### config.mk
export PLATFORM = sky130hd
export DESIGN_NAME = load_cell_tare_calibrate_weigh
export DESIGN_NICKNAME = d
export VERILOG_FILES = /design/src/design/lcw_pkg.sv /design/src/design/lcw_div.sv /design/src/design/lcw_seq.sv /design/src/design/lcw_dp.sv /design/src/design/load_cell_tare_calibrate_weigh.sv
export SDC_FILE = /design/constraint.sdc
export NUM_CORES = 2
export LEC_CHECK = 0
export BUFFER_PORTS_ARGS = -buffer_cell sky130_fd_sc_hd__buf_2
export CAP_MARGIN = 20
export CORE_MARGIN = 3
export CORE_UTILIZATION = 40
export CTS_CLUSTER_SIZE = 40
export DETAILED_ROUTE_END_ITERATION = 8
export GPL_TIMING_DRIVEN = 0
export HOLD_SLACK_MARGIN = 0.03
export PLACE_DENSITY_LB_ADDON = 0.2
export SYNTH_ARGS = -nofsm -noshare
export SYNTH_HDL_FRONTEND = slang
export SYNTH_HIERARCHICAL = 1
export SYNTH_SLANG_ARGS = --single-unit
### constraint.sdc
create_clock -name clk_i -period 11.7 [get_ports clk_i]
set_input_delay 2.34 -clock clk_i [delete_from_list [all_inputs] [get_ports clk_i]]
set_output_delay 2.34 -clock clk_i [all_outputs]
set_load 0.02 [all_outputs]
### src/design/lcw_pkg.sv
// ----------------------------------------------------------------------------
// lcw_pkg
// Shared types, widths, codes and the microprogram of the load-cell scale.
// ----------------------------------------------------------------------------
`default_nettype none

package lcw_pkg;

  localparam int SampleW  = 24;
  localparam int SumW     = 31;
  localparam int FvW      = 40;
  localparam int DiffW    = 41;
  localparam int AlphaW   = 16;
  localparam int RefW     = 24;
  localparam int NetW     = 25;
  localparam int CpgW     = 48;
  localparam int DivW     = 49;
  localparam int DsrW     = 48;
  localparam int ProdW    = 37;
  localparam int AccW     = 58;
  localparam int WeightW  = 32;
  localparam int CntW     = 7;
  localparam int StepW    = 5;
  localparam int CfgAddrW = 8;
  localparam int CfgDataW = 32;

  localparam logic [CpgW-1:0] CpgReset = 48'd65536;

  localparam logic [CfgAddrW-1:0] REG_FILTER_EN = 8'd0;
  localparam logic [CfgAddrW-1:0] REG_ALPHA     = 8'd1;
  localparam logic [CfgAddrW-1:0] REG_REF       = 8'd2;
  localparam logic [CfgAddrW-1:0] REG_KNOWN     = 8'd3;

  typedef enum logic [1:0] {
    MODE_WEIGH = 2'd0,
    MODE_TARE  = 2'd1,
    MODE_CAL   = 2'd2
  } mode_e;

  typedef enum logic [1:0] {
    ST_WEIGHT = 2'd0,
    ST_TARE   = 2'd1,
    ST_CAL    = 2'd2,
    ST_REJECT = 2'd3
  } status_e;

  typedef enum logic [4:0] {
    OP_NOP,
    OP_LOAD,
    OP_DIFF,
    OP_MULL,
    OP_MULH,
    OP_PSUM,
    OP_FUPD,
    OP_SUM,
    OP_ADIV,
    OP_ATAKE,
    OP_NET,
    OP_WDIV,
    OP_WSUM,
    OP_WCLAMP,
    OP_WRAW,
    OP_TARE,
    OP_CDIV,
    OP_CTAKE,
    OP_CREJ,
    OP_OUT
  } uop_e;

  typedef enum logic [3:0] {
    C_NEVER,
    C_ALWAYS,
    C_NOITEM,
    C_NOFILT,
    C_NOTEND,
    C_DIVBUSY,
    C_TARE,
    C_CAL,
    C_NOTARE,
    C_CALBAD,
    C_OUTFULL
  } ucond_e;

  typedef struct packed {
    uop_e               op;
    ucond_e             cond;
    logic [StepW-1:0]   target;
  } uword_t;

  typedef struct packed {
    logic nofilt;
    logic notend;
    logic divbusy;
    logic tare;
    logic cal;
    logic notare;
    logic calbad;
    logic outfull;
  } dp_flags_t;

  // Jump targets of the microprogram
  localparam logic [StepW-1:0] L_FETCH = 5'd0;
  localparam logic [StepW-1:0] L_SUM   = 5'd6;
  localparam logic [StepW-1:0] L_AWAIT = 5'd9;
  localparam logic [StepW-1:0] L_WWAIT = 5'd15;
  localparam logic [StepW-1:0] L_RAW   = 5'd18;
  localparam logic [StepW-1:0] L_TARE  = 5'd19;
  localparam logic [StepW-1:0] L_CAL   = 5'd20;
  localparam logic [StepW-1:0] L_CWAIT = 5'd22;
  localparam logic [StepW-1:0] L_REJ   = 5'd24;
  localparam logic [StepW-1:0] L_OUT   = 5'd25;

  function automatic uword_t ucode(input logic [StepW-1:0] step);
    uword_t w;
    case (step)
      5'd0:    w = '{OP_LOAD,   C_NOITEM,  L_FETCH};
      5'd1:    w = '{OP_DIFF,   C_NOFILT,  L_SUM};
      5'd2:    w = '{OP_MULL,   C_NEVER,   L_FETCH};
      5'd3:    w = '{OP_MULH,   C_NEVER,   L_FETCH};
      5'd4:    w = '{OP_PSUM,   C_NEVER,   L_FETCH};
      5'd5:    w = '{OP_FUPD,   C_NEVER,   L_FETCH};
      5'd6:    w = '{OP_SUM,    C_NEVER,   L_FETCH};
      5'd7:    w = '{OP_NOP,    C_NOTEND,  L_FETCH};
      5'd8:    w = '{OP_ADIV,   C_NEVER,   L_FETCH};
      5'd9:    w = '{OP_NOP,    C_DIVBUSY, L_AWAIT};
      5'd10:   w = '{OP_ATAKE,  C_NEVER,   L_FETCH};
      5'd11:   w = '{OP_NET,    C_TARE,    L_TARE};
      5'd12:   w = '{OP_NOP,    C_CAL,     L_CAL};
      5'd13:   w = '{OP_NOP,    C_NOTARE,  L_RAW};
      5'd14:   w = '{OP_WDIV,   C_NEVER,   L_FETCH};
      5'd15:   w = '{OP_NOP,    C_DIVBUSY, L_WWAIT};
      5'd16:   w = '{OP_WSUM,   C_NEVER,   L_FETCH};
      5'd17:   w = '{OP_WCLAMP, C_ALWAYS,  L_OUT};
      5'd18:   w = '{OP_WRAW,   C_ALWAYS,  L_OUT};
      5'd19:   w = '{OP_TARE,   C_ALWAYS,  L_OUT};
      5'd20:   w = '{OP_NOP,    C_CALBAD,  L_REJ};
      5'd21:   w = '{OP_CDIV,   C_NEVER,   L_FETCH};
      5'd22:   w = '{OP_NOP,    C_DIVBUSY, L_CWAIT};
      5'd23:   w = '{OP_CTAKE,  C_ALWAYS,  L_OUT};
      5'd24:   w = '{OP_CREJ,   C_NEVER,   L_FETCH};
      5'd25:   w = '{OP_OUT,    C_OUTFULL, L_OUT};
      default: w = '{OP_NOP,    C_ALWAYS,  L_FETCH};
    endcase
    return w;
  endfunction

endpackage

`default_nettype wire

### src/design/lcw_div.sv
// ----------------------------------------------------------------------------
// lcw_div
// Restoring unsigned divider, one quotient bit per cycle.
// ----------------------------------------------------------------------------
`default_nettype none

module lcw_div (
  input  logic                      clk_i,
  input  logic                      rst_ni,
  input  logic                      start_i,
  input  logic [lcw_pkg::DivW-1:0]  dividend_i,
  input  logic [lcw_pkg::DsrW-1:0]  divisor_i,
  output logic                      busy_o,
  output logic [lcw_pkg::DivW-1:0]  quot_o
);
  import lcw_pkg::*;

  localparam int ItW = $clog2(DivW + 1);
  localparam logic [ItW-1:0] LastIt = ItW'(DivW - 1);

  logic [DsrW-1:0] rem_q, rem_d;
  logic [DivW-1:0] quo_q, quo_d;
  logic [DsrW-1:0] dsr_q, dsr_d;
  logic [ItW-1:0]  it_q, it_d;
  logic            busy_q, busy_d;

  logic [DsrW:0] trial;
  logic          fits;

  assign trial = {rem_q, quo_q[DivW-1]};
  assign fits  = trial >= {1'b0, dsr_q};

  always_comb begin
    rem_d  = rem_q;
    quo_d  = quo_q;
    dsr_d  = dsr_q;
    it_d   = it_q;
    busy_d = busy_q;
    if (start_i) begin
      rem_d  = '0;
      quo_d  = dividend_i;
      dsr_d  = divisor_i;
      it_d   = '0;
      busy_d = 1'b1;
    end else if (busy_q) begin
      rem_d = fits ? DsrW'(trial - {1'b0, dsr_q}) : trial[DsrW-1:0];
      quo_d = {quo_q[DivW-2:0], fits};
      it_d  = it_q + 1'b1;
      if (it_q == LastIt) begin
        busy_d = 1'b0;
      end
    end
  end

  always_ff @(posedge clk_i or negedge rst_ni) begin
    if (!rst_ni) begin
      busy_q <= 1'b0;
      it_q   <= '0;
    end else begin
      busy_q <= busy_d;
      it_q   <= it_d;
    end
  end

  always_ff @(posedge clk_i) begin
    rem_q <= rem_d;
    quo_q <= quo_d;
    dsr_q <= dsr_d;
  end

  assign busy_o = busy_q;
  assign quot_o = quo_q;

endmodule

`default_nettype wire

### src/design/lcw_seq.sv
// ----------------------------------------------------------------------------
// lcw_seq
// Microcode sequencer: step counter, program ROM and conditional jumps.
// ----------------------------------------------------------------------------
`default_nettype none

module lcw_seq (
  input  logic                 clk_i,
  input  logic                 rst_ni,
  input  logic                 item_i,
  input  lcw_pkg::dp_flags_t   flags_i,
  output lcw_pkg::uop_e        op_o,
  output logic                 idle_o
);
  import lcw_pkg::*;

  logic [StepW-1:0] step_q, step_d;
  uword_t           uw;
  logic             take;

  assign uw = ucode(step_q);

  always_comb begin
    unique case (uw.cond)
      C_NEVER:   take = 1'b0;
      C_ALWAYS:  take = 1'b1;
      C_NOITEM:  take = !item_i;
      C_NOFILT:  take = flags_i.nofilt;
      C_NOTEND:  take = flags_i.notend;
      C_DIVBUSY: take = flags_i.divbusy;
      C_TARE:    take = flags_i.tare;
      C_CAL:     take = flags_i.cal;
      C_NOTARE:  take = flags_i.notare;
      C_CALBAD:  take = flags_i.calbad;
      C_OUTFULL: take = flags_i.outfull;
      default:   take = 1'b1;
    endcase
  end

  assign step_d = take ? uw.target : step_q + 1'b1;

  always_ff @(posedge clk_i or negedge rst_ni) begin
    if (!rst_ni) begin
      step_q <= L_FETCH;
    end else begin
      step_q <= step_d;
    end
  end

  assign op_o   = uw.op;
  assign idle_o = (step_q == L_FETCH);

endmodule

`default_nettype wire

### src/design/lcw_dp.sv
// ----------------------------------------------------------------------------
// lcw_dp
// Datapath: filter, window accumulator, tare/scale state and result register.
// ----------------------------------------------------------------------------
`default_nettype none

module lcw_dp #(
  parameter int WEIGH_WINDOW = 8,
  parameter int TARE_WINDOW  = 64
) (
  input  logic                                clk_i,
  input  logic                                rst_ni,
  input  lcw_pkg::uop_e                       op_i,
  input  logic                                item_i,
  input  logic signed [lcw_pkg::SampleW-1:0]  sample_i,
  input  logic [1:0]                          mode_i,
  input  logic                                cfg_we_i,
  input  logic [lcw_pkg::CfgAddrW-1:0]        cfg_addr_i,
  input  logic [lcw_pkg::CfgDataW-1:0]        cfg_data_i,
  output logic                                div_start_o,
  output logic [lcw_pkg::DivW-1:0]            div_dividend_o,
  output logic [lcw_pkg::DsrW-1:0]            div_divisor_o,
  input  logic                                div_busy_i,
  input  logic [lcw_pkg::DivW-1:0]            div_quot_i,
  output lcw_pkg::dp_flags_t                  flags_o,
  output logic                                out_valid_o,
  input  logic                                out_ready_i,
  output logic signed [lcw_pkg::WeightW-1:0]  weight_o,
  output lcw_pkg::status_e                    status_o,
  output logic                                tared_o,
  output logic                                calibrated_o
);
  import lcw_pkg::*;

  localparam logic [CntW-1:0] WeighLen = CntW'(WEIGH_WINDOW);
  localparam logic [CntW-1:0] TareLen  = CntW'(TARE_WINDOW);

  // Architectural state
  logic                     fen_q, fen_d;
  logic [AlphaW-1:0]        alpha_q, alpha_d;
  logic [RefW-1:0]          ref_q, ref_d;
  logic [RefW-1:0]          known_q, known_d;
  logic signed [FvW-1:0]    fv_q, fv_d;
  logic signed [SumW-1:0]   sum_q, sum_d;
  logic [CntW-1:0]          cnt_q, cnt_d;
  mode_e                    wmode_q, wmode_d;
  logic signed [SampleW-1:0] tare_q, tare_d;
  logic [RefW-1:0]          lref_q, lref_d;
  logic [CpgW-1:0]          cpg_q, cpg_d;
  logic                     have_tare_q, have_tare_d;
  logic                     have_scale_q, have_scale_d;
  logic                     out_valid_q, out_valid_d;

  // Scratch and payload
  logic signed [SampleW-1:0] x_q, x_d;
  logic signed [DiffW-1:0]   diff_q, diff_d;
  logic [ProdW-1:0]          pl_q, pl_d;
  logic signed [ProdW-1:0]   ph_q, ph_d;
  logic signed [AccW-1:0]    acc_q, acc_d;
  logic signed [SampleW-1:0] avg_q, avg_d;
  logic signed [NetW-1:0]    net_q, net_d;
  logic signed [NetW-1:0]    kdiff_q, kdiff_d;
  logic                      div_neg_q, div_neg_d;
  logic signed [WeightW-1:0] res_w_q, res_w_d;
  status_e                   res_st_q, res_st_d;
  logic signed [WeightW-1:0] out_w_q, out_w_d;
  status_e                   out_st_q, out_st_d;
  logic                      out_tared_q, out_tared_d;
  logic                      out_cal_q, out_cal_d;

  logic [CntW-1:0]          win_len;
  logic                     acc_rnd, fv_rnd;
  logic signed [DivW:0]     qsign;
  logic [SumW-1:0]          sum_abs;
  logic [NetW-1:0]          net_abs;

  assign win_len = (wmode_q == MODE_WEIGH) ? WeighLen : TareLen;
  assign acc_rnd = acc_q[AccW-1] && (|acc_q[15:0]);
  assign fv_rnd  = fv_q[FvW-1] && (|fv_q[15:0]);
  assign qsign   = div_neg_q ? -$signed({1'b0, div_quot_i}) : $signed({1'b0, div_quot_i});
  assign sum_abs = sum_q[SumW-1] ? SumW'(-sum_q) : sum_q;
  assign net_abs = net_q[NetW-1] ? NetW'(-net_q) : net_q;

  assign div_start_o = (op_i inside {OP_ADIV, OP_WDIV, OP_CDIV});

  always_comb begin
    case (op_i)
      OP_ADIV: begin
        div_dividend_o = {{(DivW-SumW){1'b0}}, sum_abs};
        div_divisor_o  = {{(DsrW-CntW){1'b0}}, win_len};
      end
      OP_WDIV: begin
        div_dividend_o = {1'b0, net_abs[SampleW-1:0], 24'h0};
        div_divisor_o  = cpg_q;
      end
      default: begin
        div_dividend_o = {1'b0, net_q[SampleW-1:0], 24'h0};
        div_divisor_o  = {24'h0, kdiff_q[SampleW-1:0]};
      end
    endcase
  end

  always_comb begin
    flags_o.nofilt  = !fen_q;
    flags_o.notend  = (cnt_q != win_len);
    flags_o.divbusy = div_busy_i;
    flags_o.tare    = (wmode_q == MODE_TARE);
    flags_o.cal     = (wmode_q == MODE_CAL);
    flags_o.notare  = !have_tare_q;
    flags_o.calbad  = !have_tare_q || net_q[NetW-1] || (net_q == '0)
                      || kdiff_q[NetW-1] || (kdiff_q == '0);
    flags_o.outfull = out_valid_q;
  end

  always_comb begin
    fen_d        = fen_q;
    alpha_d      = alpha_q;
    ref_d        = ref_q;
    known_d      = known_q;
    fv_d         = fv_q;
    sum_d        = sum_q;
    cnt_d        = cnt_q;
    wmode_d      = wmode_q;
    tare_d       = tare_q;
    lref_d       = lref_q;
    cpg_d        = cpg_q;
    have_tare_d  = have_tare_q;
    have_scale_d = have_scale_q;
    out_valid_d  = out_valid_q;
    x_d          = x_q;
    diff_d       = diff_q;
    pl_d         = pl_q;
    ph_d         = ph_q;
    acc_d        = acc_q;
    avg_d        = avg_q;
    net_d        = net_q;
    kdiff_d      = kdiff_q;
    div_neg_d    = div_neg_q;
    res_w_d      = res_w_q;
    res_st_d     = res_st_q;
    out_w_d      = out_w_q;
    out_st_d     = out_st_q;
    out_tared_d  = out_tared_q;
    out_cal_d    = out_cal_q;

    if (out_valid_q && out_ready_i) begin
      out_valid_d = 1'b0;
    end

    unique case (op_i)
      OP_LOAD: begin
        if (item_i) begin
          x_d = sample_i;
          // Mode is taken from the first item of a window only
          if (cnt_q == '0) begin
            case (mode_e'(mode_i))
              MODE_TARE: wmode_d = MODE_TARE;
              MODE_CAL:  wmode_d = MODE_CAL;
              default:   wmode_d = MODE_WEIGH;
            endcase
          end
        end
      end
      OP_DIFF: begin
        diff_d = $signed({x_q[SampleW-1], x_q, 16'h0}) - $signed({fv_q[FvW-1], fv_q});
      end
      OP_MULL: begin
        pl_d = alpha_q * diff_q[20:0];
      end
      OP_MULH: begin
        ph_d = $signed({1'b0, alpha_q}) * $signed(diff_q[DiffW-1:21]);
      end
      OP_PSUM: begin
        acc_d = $signed({ph_q, 21'h0}) + $signed({21'h0, pl_q});
      end
      OP_FUPD: begin
        // Truncate toward zero: floor shift plus one when negative and inexact
        fv_d = fv_q + $signed(acc_q[55:16]) + $signed({{(FvW-1){1'b0}}, acc_rnd});
      end
      OP_SUM: begin
        cnt_d = cnt_q + 1'b1;
        if (fen_q) begin
          sum_d = sum_q + $signed({{(SumW-SampleW){fv_q[FvW-1]}}, fv_q[FvW-1:16]})
                  + $signed({{(SumW-1){1'b0}}, fv_rnd});
        end else begin
          sum_d = sum_q + SumW'(x_q);
        end
      end
      OP_ADIV: begin
        div_neg_d = sum_q[SumW-1];
      end
      OP_ATAKE: begin
        avg_d = qsign[SampleW-1:0];
        sum_d = '0;
        cnt_d = '0;
      end
      OP_NET: begin
        net_d   = NetW'(avg_q) - NetW'(tare_q);
        kdiff_d = $signed({1'b0, known_q}) - $signed({1'b0, lref_q});
      end
      OP_WDIV: begin
        div_neg_d = net_q[NetW-1];
      end
      OP_WSUM: begin
        acc_d = AccW'(qsign) + $signed({{(AccW-RefW){1'b0}}, lref_q});
      end
      OP_WCLAMP: begin
        res_st_d = ST_WEIGHT;
        if (acc_q[AccW-1]) begin
          res_w_d = '0;
        end else if (|acc_q[AccW-2:WeightW-1]) begin
          res_w_d = 32'sh7FFF_FFFF;
        end else begin
          res_w_d = $signed({1'b0, acc_q[WeightW-2:0]});
        end
      end
      OP_WRAW: begin
        res_w_d  = WeightW'(avg_q);
        res_st_d = ST_WEIGHT;
      end
      OP_TARE: begin
        tare_d      = avg_q;
        lref_d      = ref_q;
        have_tare_d = 1'b1;
        res_w_d     = WeightW'(avg_q);
        res_st_d    = ST_TARE;
      end
      OP_CDIV: begin
        div_neg_d = 1'b0;
      end
      OP_CTAKE: begin
        cpg_d        = div_quot_i[CpgW-1:0];
        have_scale_d = 1'b1;
        res_w_d      = '0;
        res_st_d     = ST_CAL;
      end
      OP_CREJ: begin
        res_w_d  = '0;
        res_st_d = ST_REJECT;
      end
      OP_OUT: begin
        if (!out_valid_q) begin
          out_valid_d = 1'b1;
          out_w_d     = res_w_q;
          out_st_d    = res_st_q;
          out_tared_d = have_tare_q;
          out_cal_d   = have_scale_q;
        end
      end
      default: begin
      end
    endcase

    if (cfg_we_i) begin
      case (cfg_addr_i)
        REG_FILTER_EN: begin
          fen_d = cfg_data_i[0];
          fv_d  = '0;
        end
        REG_ALPHA: alpha_d = cfg_data_i[AlphaW-1:0];
        REG_REF:   ref_d   = cfg_data_i[RefW-1:0];
        REG_KNOWN: known_d = cfg_data_i[RefW-1:0];
        default: begin
        end
      endcase
    end
  end

  always_ff @(posedge clk_i or negedge rst_ni) begin
    if (!rst_ni) begin
      fen_q        <= 1'b0;
      alpha_q      <= '0;
      ref_q        <= '0;
      known_q      <= '0;
      fv_q         <= '0;
      sum_q        <= '0;
      cnt_q        <= '0;
      wmode_q      <= MODE_WEIGH;
      tare_q       <= '0;
      lref_q       <= '0;
      cpg_q        <= CpgReset;
      have_tare_q  <= 1'b0;
      have_scale_q <= 1'b0;
      out_valid_q  <= 1'b0;
    end else begin
      fen_q        <= fen_d;
      alpha_q      <= alpha_d;
      ref_q        <= ref_d;
      known_q      <= known_d;
      fv_q         <= fv_d;
      sum_q        <= sum_d;
      cnt_q        <= cnt_d;
      wmode_q      <= wmode_d;
      tare_q       <= tare_d;
      lref_q       <= lref_d;
      cpg_q        <= cpg_d;
      have_tare_q  <= have_tare_d;
      have_scale_q <= have_scale_d;
      out_valid_q  <= out_valid_d;
    end
  end

  always_ff @(posedge clk_i) begin
    x_q         <= x_d;
    diff_q      <= diff_d;
    pl_q        <= pl_d;
    ph_q        <= ph_d;
    acc_q       <= acc_d;
    avg_q       <= avg_d;
    net_q       <= net_d;
    kdiff_q     <= kdiff_d;
    div_neg_q   <= div_neg_d;
    res_w_q     <= res_w_d;
    res_st_q    <= res_st_d;
    out_w_q     <= out_w_d;
    out_st_q    <= out_st_d;
    out_tared_q <= out_tared_d;
    out_cal_q   <= out_cal_d;
  end

  assign out_valid_o  = out_valid_q;
  assign weight_o     = out_w_q;
  assign status_o     = out_st_q;
  assign tared_o      = out_tared_q;
  assign calibrated_o = out_cal_q;

endmodule

`default_nettype wire

### src/design/load_cell_tare_calibrate_weigh.sv
// Items are taken one at a time. With the filter on, an item runs through 16x21 and 17x20
// multiplies and the filter and window adds; with it off, through the window add alone.
// A window-closing item adds one 49-step divide for the average, and a second one
// for weighing after tare or for a calibration that is not rejected.
// A finished result waits in the output register; the sequencer holds until it is free.
// Reset clears all architectural state at once: no filter, no tare, counts per gram 2^-8 in Q24.
// ----------------------------------------------------------------------------
// load_cell_tare_calibrate_weigh
// Load-cell scale: optional low-pass filter, window averaging, tare, calibrate
// and weigh, run by a microcoded sequencer over a shared iterative divider.
// ----------------------------------------------------------------------------
`default_nettype none

module load_cell_tare_calibrate_weigh #(
  parameter int WEIGH_WINDOW = 8,
  parameter int TARE_WINDOW  = 64
) (
  input  logic                                  clk_i,
  input  logic                                  rst_ni,
  input  logic                                  s_axis_tvalid,
  output logic                                  s_axis_tready,
  input  logic [23:0]                           s_axis_tdata,   // [23:0] sample
  input  logic [1:0]                            s_axis_tuser,   // [1:0] mode
  output logic                                  m_axis_tvalid,
  input  logic                                  m_axis_tready,
  output logic [39:0]                           m_axis_tdata,   // [31:0] weight, [32] tared,
                                                                // [33] calibrated, zero pad
  output logic [1:0]                            m_axis_tuser,   // [1:0] status
  input  logic                                  cfg_valid_i,
  output logic                                  cfg_ready_o,
  input  logic [lcw_pkg::CfgAddrW-1:0]          cfg_addr_i,
  input  logic [lcw_pkg::CfgDataW-1:0]          cfg_data_i
);
  import lcw_pkg::*;

  uop_e                      op;
  logic                      idle;
  logic                      item;
  dp_flags_t                 flags;
  logic                      div_start;
  logic [DivW-1:0]           div_dividend;
  logic [DsrW-1:0]           div_divisor;
  logic                      div_busy;
  logic [DivW-1:0]           div_quot;
  logic signed [WeightW-1:0] weight;
  status_e                   status;
  logic                      tared;
  logic                      calibrated;

  assign s_axis_tready = idle;
  assign item          = s_axis_tvalid && s_axis_tready;
  assign cfg_ready_o   = 1'b1;

  lcw_seq u_seq (
    .clk_i   (clk_i),
    .rst_ni  (rst_ni),
    .item_i  (item),
    .flags_i (flags),
    .op_o    (op),
    .idle_o  (idle)
  );

  lcw_dp #(
    .WEIGH_WINDOW (WEIGH_WINDOW),
    .TARE_WINDOW  (TARE_WINDOW)
  ) u_dp (
    .clk_i          (clk_i),
    .rst_ni         (rst_ni),
    .op_i           (op),
    .item_i         (item),
    .sample_i       ($signed(s_axis_tdata)),
    .mode_i         (s_axis_tuser),
    .cfg_we_i       (cfg_valid_i),
    .cfg_addr_i     (cfg_addr_i),
    .cfg_data_i     (cfg_data_i),
    .div_start_o    (div_start),
    .div_dividend_o (div_dividend),
    .div_divisor_o  (div_divisor),
    .div_busy_i     (div_busy),
    .div_quot_i     (div_quot),
    .flags_o        (flags),
    .out_valid_o    (m_axis_tvalid),
    .out_ready_i    (m_axis_tready),
    .weight_o       (weight),
    .status_o       (status),
    .tared_o        (tared),
    .calibrated_o   (calibrated)
  );

  lcw_div u_div (
    .clk_i      (clk_i),
    .rst_ni     (rst_ni),
    .start_i    (div_start),
    .dividend_i (div_dividend),
    .divisor_i  (div_divisor),
    .busy_o     (div_busy),
    .quot_o     (div_quot)
  );

  assign m_axis_tdata = {6'h0, calibrated, tared, weight};
  assign m_axis_tuser = status;

endmodule

`default_nettype wire

==> flow_summary.yaml <==
placement:
  pre_cts_slack_ns: 2.74
  numPortBuffers: 98
  finalWeightedCongestion: 0.957
  dpl.hpwl_um: 180000
setup_path:
  crit_top_cell: "fa_1"
  cp.arrival_ns: 9.48
  slowest_stage: "clkbuf_1"
  r2r-end: "u_dp/pl_q[36]$_DFFE_PN_"
  worstSetupEndpointType: "flop"
  path_buf_inv: 6
  critPathTopFamily: "adder cells"
  crit_required_ns: 12.09
  path_class: "reg -> reg"
  start_kind: "flop"
  worstPathMaxFanout: 10
  crit_chain: "clkbuf_1 -> nand2_1 -> fa_1 -> inv_1 -> fa_1 -> fa_1 -> inv_1 -> fa_1 -> inv_1 -> fa_1 -> inv_1 -> fa_1 -> inv_1 -> ha_1 -> and3_1 -> a311oi_1 -> o221ai_1 -> a21oi_1 -> o31a_1 -> o31ai_1 -> o41ai_1 -> o21ai_0 -> a31oi_1 -> xnor2_1"
  r2r_start: "u_dp/alpha_q[6]$_DFFE_PN0P_"
  reg2reg_slack_ns: 2.61
  reg2reg_depth: 24
  crit_path_max_incr_delay_ns: 0.84
timing:
  min_period_ns: 9.09
  setup_ws_ns: 2.61
  fmax_ghz: 0.110
  setup_viol: 0
  max_slew_margin_pct: 21.2
  hold_violations: 0
  rsz0062_at_grt: "no"
  tns_ns: 0
  hold_slack_ns: 0.419
  tightest_slew_ns: 1.17
  clock_skew_ns: 0.0384
  drv_slew: 0
  post-route-period-util_pct: 77.7
synth:
  ys_seq_area_share_pct: 30.3
  syn_area_per_cell_um2: 9.62
  synth_cells: 7055
  ys.warnings.count: 6
  syn_area_um2: 67900
  synth-edff-count: 439
  dominantRegCellSynth: "edfxtp_1"
  synth_seq_cells: 743
  synth_cell_type_count: 107
  async_reset_ff_share_pct: 34.5
cells_and_area:
  nFillCells: 16400
  multi_input_area_um2: 42700
  drive_gt1_share_pct: 7.97
  final_common_cell: "inv_1"
  layout_common_cells: "inv_1 (924), nand2_1 (772), fa_1 (595)"
  syn_to_final_growth_pct: 9.61
  nNetsFinal: 8411
  seqCellArea_um2: 20600
  fin_util_pct: 44.3
clock_tree:
  clkLatencyLatePin_ns: 0.69
  postCtsResizedCells: 0
  root_buffer: "clkbuf_16"
  cts.clk_slew.worst_paths_ns: 0.06
  cts_hold_buf: 0
  cts_tree: "done"
  post-cts-setup-buffers: 0
  cts.sinks: 743
  clk_path_buf_depth: 3
  htree_levels: 3
  numCtsBuffers: 80
hold_path:
  min_from: "u_dp/res_w_q[19]$_DFFE_PP_"
  holdPathStages: 0
  holdPathEnd: "u_dp/weight_o[19]$_DFFE_PP_"
  hp-class: "reg -> reg"
floorplan:
  row_count: 150
  ios: 116
  start_util_pct: 40.4
  die_w_um: 418
  die_h_um: 418
  core_area_um2: 168000
  dieArea_um2: 175000
job:
  cap_viol_max_count: 0
drt:
  dr.pass1.iters: 7
  vias: 52300
  wire_per_inst_um: 23.1
  drt.antenna.violating_nets: 0
  wl_um: 221000
  viasPerCell: 5.48
  detail_route.iter0.violations: 3758
  route.detailed.drc: 0
global_route:
  grt_pass1_wl_um: 332000
  grt_usage_pct: 25.1
  grt.overflow.total: 0
  grt_antenna_before_repair: 1
  grt_max_degree: 116
  grt_pass1_vias: 52700
power:
  leakage_uw: 0.0331
  p_per_area_nw_per_um2: 225
  max-vdd-ir-drop_uv: 125
status:
  status: "finished, final reports clean"
-- flip-flops by register name, summed over array words and instances (netlist names), 32 cells and up --
signal / cells
u_dp/acc_q: 58
u_div/quot_o: 49
u_div/dsr_q: 48
u_div/rem_q: 48
u_dp/cpg_q: 48
u_dp/diff_q: 41
u_dp/fv_q: 40
u_dp/ph_q: 37
u_dp/pl_q: 37
u_dp/res_w_q: 32
u_dp/weight_o: 32
-- metal layers --
layer  track usage, %  vias to the layer above  routed length, um  part of all wire, %
met5                0                        -                  0                    0
li1                 -                    24300                  -                    -
met2             42.6                     1485             106000                   48
met4             10.2                        0               9850                  4.5
met1             33.1                    26200              94300                   43
met3             2.39                      335              10200                  4.6
-- report_power, final --
| group | switching [uW] | total [uW] | internal (uW) |
|---|---|---|---|
| registers | 1040 | 4890 | 3850 |
| clock network | 1130 | 2630 | 1500 |
| logic | 5670 | 9220 | 3550 |
-- final cells by class --
cell class              instances  share of cell area (%)
plain buffers                 295                    1.64
flip-flops and latches        743                    27.6
repair buffers                129                    1.25
clock buffers                 111                    3.04
multi-input cells            5098                    57.4
inverters                     924                    4.66
well taps                    2204                    3.71
clock inverters                37                   0.621
diodes                          2                 0.00673
-- per-stage QoR --
step,power (uW),std cells,instance area [um^2]
2_1_floorplan,11000,7060,67900
3_3_place_gp,13900,9362,71100
3_5_place_dp,14000,9391,71700
4_1_cts,16700,9539,74400
5_1_grt,18000,9541,74400
6_report,16700,9543,74400
-- cells by family after synthesis --
logic type	Yosys count	share of synthesized area, %
AO/OA/AOI/OAI	1319	12.5
multiplexers	238	3.91
other	3	0.0166
adder cells (fa/ha/maj)	1069	26.3
AND/OR/NAND/NOR	2043	14.6
buffers and inverters	1219	6.91
XOR/XNOR	421	5.43
flip-flops	743	30.3
-- worst reg2reg max path: stages (launching register included) --
cell and delay, ns:
dfrtp_1 0.65, clkbuf_1 0.85, nand2_1 0.19, fa_1 0.58, inv_1 0.05, fa_1 0.51, fa_1 0.51, inv_1 0.05
fa_1 0.47, inv_1 0.05, fa_1 0.53, inv_1 0.05, fa_1 0.54, inv_1 0.04, ha_1 0.34, and3_1 0.23
a311oi_1 0.41, o221ai_1 0.24, a21oi_1 0.41, o31a_1 0.26, o31ai_1 0.14, o41ai_1 0.79, o21ai_0 0.30, a31oi_1 0.29
xnor2_1 0.31
-- worst max-delay path by stage --
| stage | start | depth (start not counted) | endpoint |
|---|---|---|---|
| 2_1_floorplan | u_seq/step_q[3]$_DFF_PN0_ | 14 | u_div/quot_o[0]$_DFFE_PP_ |
| 3_3_place_gp | u_seq/step_q[3]$_DFF_PN0_ | 14 | u_div/quot_o[40]$_DFFE_PP_ |
| 5_1_grt | u_dp/alpha_q[6]$_DFFE_PN0P_ | 24 | u_dp/pl_q[36]$_DFFE_PN_ |
| 3_5_place_dp | u_dp/alpha_q[6]$_DFFE_PN0P_ | 24 | u_dp/pl_q[36]$_DFFE_PN_ |
| 6_report | u_dp/alpha_q[6]$_DFFE_PN0P_ | 24 | u_dp/pl_q[36]$_DFFE_PN_ |
| 4_1_cts | u_dp/alpha_q[6]$_DFFE_PN0P_ | 24 | u_dp/pl_q[36]$_DFFE_PN_ |
-- cell usage after synthesis (all sizes together) (49+ instances only) --
cell | n | area share (%)
or3 | 56 | 0.53
mux2 | 214 | 3.6
a21o | 130 | 1.4
ha | 474 | 8.7
buf | 52 | 0.45
xnor2 | 253 | 3.3
nor3 | 88 | 0.68
clkbuf | 243 | 1.3
and2 | 302 | 2.8
nor2 | 348 | 1.9
nand2b | 60 | 0.55
xor2 | 168 | 2.2
nand4 | 50 | 0.46
o21ai | 364 | 2.7
nor2b | 49 | 0.45
dfrtp | 255 | 9.4
and3 | 49 | 0.45
o31ai | 55 | 0.64
a21oi | 340 | 2.5
nand3 | 124 | 0.92
edfxtp | 439 | 19
fa | 595 | 18
inv | 924 | 5.1
nand2 | 774 | 4.3
nor4 | 55 | 0.56
No activity file was read; power rests on OpenSTA's default activity.
